[src/rtl/cct_pkg.sv]
// cct_pkg: shared constants for the calorimeter coincidence trigger
// no dependencies; imported by cct_lane, cct_merge and the top level
`default_nettype none

package cct_pkg;

   localparam int NUM_CHANNELS = 8;
   localparam int GROUP_A_CHANNELS = 4;
   localparam int HIT_W = 16;
   localparam int ENERGY_W = 13;
   localparam int SLOT_W = 3;
   localparam int TRIG_W = 8;

endpackage

`default_nettype wire

[src/rtl/cct_merge.sv]
// cct_merge: combines the lane lines into group coincidence and finds the
// rising edges inside the current frame; uses cct_pkg
`default_nettype none

module cct_merge #(
   parameter int FRAME_SLOTS = 8
) (
   input  logic [cct_pkg::NUM_CHANNELS-1:0][2*FRAME_SLOTS-1:0] lines,
   output logic [cct_pkg::TRIG_W-1:0]                          trigger_bits
);
   import cct_pkg::*;

   localparam int LINE_W = 2 * FRAME_SLOTS;

   logic [LINE_W-1:0] grp_a;
   logic [LINE_W-1:0] grp_b;
   logic [LINE_W-1:0] coinc;

   always_comb begin
      grp_a = '0;
      grp_b = '0;
      for (int ch = 0; ch < NUM_CHANNELS; ch++) begin
         if (ch < GROUP_A_CHANNELS) begin
            grp_a = grp_a | lines[ch];
         end else begin
            grp_b = grp_b | lines[ch];
         end
      end
      coinc = grp_a & grp_b;
   end

   // slot k of the current frame looks back at the slot before it,
   // which for k = 0 is the last slot of the previous frame
   for (genvar k = 0; k < TRIG_W; k++) begin : g_rise
      if (k < FRAME_SLOTS) begin : g_live
         assign trigger_bits[k] = coinc[FRAME_SLOTS+k] & ~coinc[FRAME_SLOTS+k-1];
      end else begin : g_none
         assign trigger_bits[k] = 1'b0;
      end
   end

endmodule

`default_nettype wire

[config.mk]
export PLATFORM = sky130hd
export DESIGN_NAME = cct_merge
export DESIGN_NICKNAME = d
export VERILOG_FILES = /design/src/rtl/cct_pkg.sv /design/src/rtl/cct_merge.sv
export SDC_FILE = /design/constraint.sdc
export NUM_CORES = 1
export LEC_CHECK = 0
export CORE_AREA = 4 4 50 52
export DETAILED_ROUTE_END_ITERATION = 6
export DIE_AREA = 0 0 54 56
export DONT_BUFFER_PORTS = 1
export SYNTH_ARGS = -nofsm -noshare
export SYNTH_HDL_FRONTEND = slang
export SYNTH_SLANG_ARGS = --single-unit
[constraint.sdc]
create_clock -name vclk -period 1
set_input_delay 0 -clock vclk [all_inputs]
set_output_delay 0 -clock vclk [all_outputs]
set_load 0.03 [all_outputs]
; Word level (Yosys, flattened, before mapping)
; Index checks and enable logic that the tools add are counted.
[totals]
regBits = 0
in_bits = 128
out_inout_bits = 8
word_cells = 23
[op_classes]
bitwise_logic = 23
[op_table]
columns = operator, n
row1 = 16-bit OR, 6
row2 = 16-bit bitwise AND, 1
row3 = 1-bit bitwise AND, 8
row4 = 1-bit NOT, 8

; Logic depth before layout (Yosys ltp)
; Gate-level depths: netlist of the first run.
[logic_depth]
depth_word = 6
mapped_depth = 2
ltp_nobuf = 2

; Least setup slack after synthesis of the first run
; Ideal clock, no wire load.
[synth_path]
path_kind = in2out
from = in lines[25] in the netlist's numbering
to = out trigger_bits[2] in the netlist's numbering
arrival_ns = 1.049
t_required_ns = 1.000
setup_slack_ns = -0.049
stages = 2
path_buffers = 0
path_cell_list = or4_4 > a211oi_2
[synth_between]
elab_chain_cells = 6
[synth_lines]
columns = item, line_no
row1 = "start, declared", cct_merge.sv:8  ; input logic [cct_pkg::NUM_CHANNELS-1:0][2*FRAME_SLOTS-1:0] lines,
row2 = 16-bit OR (3 in series), cct_merge.sv:24  ; grp_a = grp_a | lines[ch];
row3 = 16-bit bitwise AND, cct_merge.sv:29  ; coinc = grp_a & grp_b;
row4 = 1-bit NOT, cct_merge.sv:36  ; assign trigger_bits[k] = coinc[FRAME_SLOTS+k] & ~coinc[FRAME_SLOTS+k-1];
row5 = 1-bit bitwise AND, cct_merge.sv:36
row6 = "end, declared", cct_merge.sv:9  ; output logic [cct_pkg::TRIG_W-1:0] trigger_bits
; No other way between the ends.

; Worst setup path after layout of the first run
[layout_path]
from = in lines[89] in the netlist's numbering
to = out trigger_bits[2] in the netlist's numbering
[layout_between]
elab_chain_cells = 6
[layout_lines]
columns = item, line_no
row1 = 16-bit OR (3 in series), cct_merge.sv:26  ; grp_b = grp_b | lines[ch];
row2 = 16-bit bitwise AND, cct_merge.sv:29
row3 = 1-bit NOT, cct_merge.sv:36
row4 = 1-bit bitwise AND, cct_merge.sv:36
; No other way between the ends.

==> impl_metrics.tcl, run 1 <==
set metrics [dict create \
    status "completed" \
    yosys-top-cells-count "8 x nor4_1, 6 x or4_1, 4 x a211oi_2, 4 x o211a_1, 4 x or4_4" \
    ys_types 5 \
    drt-initial-drc-count 5 \
    hold_viol 0 \
    overflow 0 \
    synth_area_sq_um 230 \
    row_count 17 \
    areaGrowthSynthToFinish_pct 104 \
    num_vias 387 \
    rsz0062_at_grt "yes" \
    layout-drive-gt1-share_pct 65.0 \
    clock.fmax_mhz 1020 \
    yosys_warnings 0 \
    netlist_instances 26 \
    portBuffers 0 \
    yosys.area.top_type "a211oi_2" \
    ys_seq_area_share_pct 0 \
    worst-setup-path-type "in2out" \
    wl_microns 1780 \
    ant_nets 0 \
    setup-violations-final 0 \
    core-area_sq_mm 0.00211 \
    maxCapViolations 0 \
    nFillCells 223 \
    wl_per_cell_microns 26.1 \
    synth_nets 154 \
    end_kind "output pin" \
    synth_area_per_cell_sq_um 8.85 \
    pre_cts_slack_ns -0.0348 \
    hold_path_class "in2out" \
    grt_pass1_vias 518 \
    gp_congestion 0.876 \
    final_nets 170 \
    synth_top_cell_area_share_pct 21.7 \
    p_leak_nw 0.169 \
    antenna_found_initial 0 \
    diodes 0 \
    synthTopCellsByArea "a211oi_2 22%, nor4_1 22%, or4_1 20%" \
    final-seq-area_sq_um 0 \
    fin_ws_ns 0.0163 \
    relSlewSlack_pct 72.9 \
    die_area_sq_mm 0.00302 \
    clock_buffers 0 \
    drc 0 \
    nFlopsAndLatches 0 \
    slowest_stage "or4_4" \
    track_usage_pct 9.75 \
    slowest_delay_ns 0.54 \
    die-width_microns 54 \
    start_util_pct 10.9 \
    post-route-min-period_ns 0.984 \
    chipHeight_microns 56 \
    synth_most_common_cell "nor4_1" \
    crit_fanout 2 \
    required_ns 1.00 \
    crit_chain "or4_4 -> a211oi_4 -> buf_12" \
    cp-start-kind "primary input" \
    placed_cell_area_sq_um 450 \
    grt_start_max_net_pins 3 \
    worstMarginPinSlew_ns 0.402 \
    vias_per_cell 5.69 \
    drtPass1Iterations 2 \
    path_delay_family "simple AND/OR/NAND/NOR gates" \
    slew_viol_final 0 \
    crit_buf_inv 1 \
    pin_count 136 \
    grt_pass1_wl_microns 2040 \
    irDropWorstVdd_mv 0.112 \
    design_area_sq_um 469 \
    multi_input_area_sq_um 275 \
    cp.arrival_ns 0.98 \
    powerDensity_mw_per_mm2 320 \
    period_share_pct 98.4 \
]
[where the power goes]
group          internal (W)  switching (W)
sequential                0              0
combinational     0.0000806      0.0000694
clock                     0              0
[worst paths after layout]
kind,from,cells after the start,slack (ns),to
max,lines[89],3,0.02,trigger_bits[2]
min,lines[119],3,0.29,trigger_bits[0]
[timing repair]
action | in CTS | in global routing
setup buffers | 0 | 0
hold buffers | 0 | 0
endpoints found under the setup margin | 4 | 2
gates resized for setup | 5 | 0
pin swaps | 2 | 1
[placed cells by master, fill, tap and decap left out]
cell,count
buf_6,1
buf_12,4
buf_4,9
or4_4,8
a211oi_4,4
or4_1,2
o211a_1,4
nor4_1,8
[cell families after synthesis]
logic type / synth area share, %
compound gates: 39.1
simple gates: 60.9
[layout make-up]
| type | count | share of cell area, % |
|---|---|---|
| multi-input combinational | 26 | 58.7 |
| tap | 28 | 7.47 |
| timing repair buffer | 14 | 33.9 |
[layer usage]
| layer | up-vias | track usage (%) | part of all wire, % | wire (microns) |
|---|---|---|---|---|
| li1 | 154 | - | - | - |
| met1 | 154 | 5.10 | 23 | 410 |
| met2 | 79 | 26.1 | 60 | 1070 |
| met3 | 0 | 0.804 | 17 | 299 |
| met4 | 0 | 0 | 0 | 0 |
| met5 | - | 0 | 0 | 0 |
[stage by stage]
step / power, W / util, % / setup TNS, ns / hold slack, ns / cells
floorplan: 0.0000846 / - / 0 / 0.192 / 26
global placement: 0.000146 / 21.4 / -0.0510 / 0.302 / 68
detailed placement: 0.000147 / 21.4 / -0.0582 / 0.303 / 68
CTS: 0.000153 / 22.3 / 0 / 0.296 / 68
global route: 0.000157 / 22.3 / -0.0165 / 0.304 / 68
finish: 0.000150 / 22.3 / 0 / 0.291 / 68
No activity file was read; power rests on OpenSTA's default activity.
==> inputs of run 2 (changes only) <==
- CAP_MARGIN: default -> 20
- clock period: 1 -> 0.85 ns (I/O delays scaled with it)
==> run 2 against run 1 <==
Against the previous run: the run now ends with setup timing left; sequential share of layout area stayed put; global-route usage down 0.11 points; critical path depth unchanged; total power is 18% higher; sequential cell count unchanged; die area stayed put; setup slack worse by 0.17 ns; combinational power is 19% higher; via count down 2.1%.
==> impl_metrics.tcl, run 2 (synthesized netlist as in run 1, its figures left out) <==
set metrics [dict create \
    ant_nets 0 \
    drc 0 \
    status "complete, but fails checks" \
    hold_path_class "in2out" \
    worst-setup-path-type "in2out" \
    p_sw_share_pct 45.2 \
    gp_congestion 0.822 \
    die-width_microns 54 \
    p_int_w 0.0000974 \
    post-route-min-period_ns 1.00 \
    vias_per_cell 5.57 \
    pin_count 136 \
    p_leak_nw 0.171 \
    required_ns 0.85 \
    row_count 17 \
    hold_ws_ns 0.275 \
    overflow 0 \
    diodes 0 \
    grt_pass1_vias 514 \
    powerDensity_mw_per_mm2 366 \
    setup-violations-final 6 \
    wl_per_cell_microns 24.7 \
    areaGrowthSynthToFinish_pct 111 \
    violations "setup timing" \
    final_nets 170 \
    core-area_sq_mm 0.00211 \
    irDropWorstVdd_mv 0.106 \
    track_usage_pct 9.63 \
    num_vias 379 \
    drtPass1Iterations 3 \
    clockPowerShare_pct 0 \
    clock_buffers 0 \
    grt_pass1_wl_microns 2070 \
    p_seq_share_pct 0 \
    final_cell_mix "8 x or4_4, 8 x buf_4, 6 x nor4_1" \
    cp-start-kind "primary input" \
    maxCapViolations 0 \
    slew_viol_final 0 \
    wl_microns 1680 \
    period_share_pct 118 \
    relSlewSlack_pct 72.7 \
    clock.fmax_mhz 999 \
    rsz0062_at_grt "yes" \
    min_path_cells 3 \
    power.share.combinational_pct 100.0 \
    drt-initial-drc-count 2 \
    hpwl_microns 1650 \
    grt_start_max_net_pins 3 \
    fin_ws_ns -0.151 \
    crit_fanout 2 \
    p_sw_w 0.0000803 \
    pre_cts_slack_ns -0.162 \
    final-seq-area_sq_um 0 \
    nFlopsAndLatches 0 \
    antenna_found_initial 0 \
    hold_viol 0 \
    dp.cells 68 \
    die_area_sq_mm 0.00302 \
    cp.arrival_ns 1.00 \
    nFillCells 223 \
    end_kind "output pin" \
    portBuffers 0 \
    start_util_pct 10.9 \
    fin_cells 68 \
    layout-drive-gt1-share_pct 70.0 \
    worstMarginPinSlew_ns 0.406 \
    chipHeight_microns 56 \
]
-- run 2: power by group through the flow --
stage	logic, W	clock network (W)	registers [W]
finish	0.000178	0	0
floorplan	0.000104	0	0
detailed placement	0.000176	0	0
global placement	0.000174	0	0
global route	0.000188	0	0
CTS	0.000180	0	0
-- run 2: cell type report --
type | instances | area (sq um) | area share (%)
repair buffers | 14 | 163 | 33.5
multi-input cells | 26 | 288 | 59.3
well taps | 28 | 35.0 | 7.22
-- run 2: critical path, cell delays in order --
cell      delay, ns
or4_4          0.55
a211oi_4       0.29
buf_12         0.15
-- run 2: final timing paths --
| check | start | end | slack [ns] |
|---|---|---|---|
| min | lines[119] | trigger_bits[0] | 0.28 |
| max | lines[91] | trigger_bits[4] | -0.15 |
-- run 2: routing by layer --
layer / up-vias / global-route usage (%) / share of wire (%)
met3: 0 / 2.14 / 20
li1: 154 / - / -
met4: 0 / 0 / 0
met1: 149 / 4.44 / 18
met5: - / 0 / 0
met2: 76 / 25.6 / 62
-- run 2: what timing repair did --
item / 4_1_cts / 5_1_grt
resized for setup: 3 / 1
buffers inserted: 0 / 0
pin swaps: 1 / 2
hold buffers: 0 / 0
setup endpoints to repair: 7 / 7
-- run 2: stage by stage --
stage / power [W] / setup TNS [ns] / instance area (sq um) / utilization, %
2_1_floorplan: 0.000104 / -0.655 / 275 / -
3_3_place_gp: 0.000174 / -0.567 / 465 / 22.1
3_5_place_dp: 0.000176 / -0.633 / 465 / 22.1
4_1_cts: 0.000180 / -0.561 / 479 / 22.8
5_1_grt: 0.000188 / -0.653 / 485 / 23.1
6_report: 0.000178 / -0.523 / 485 / 23.1
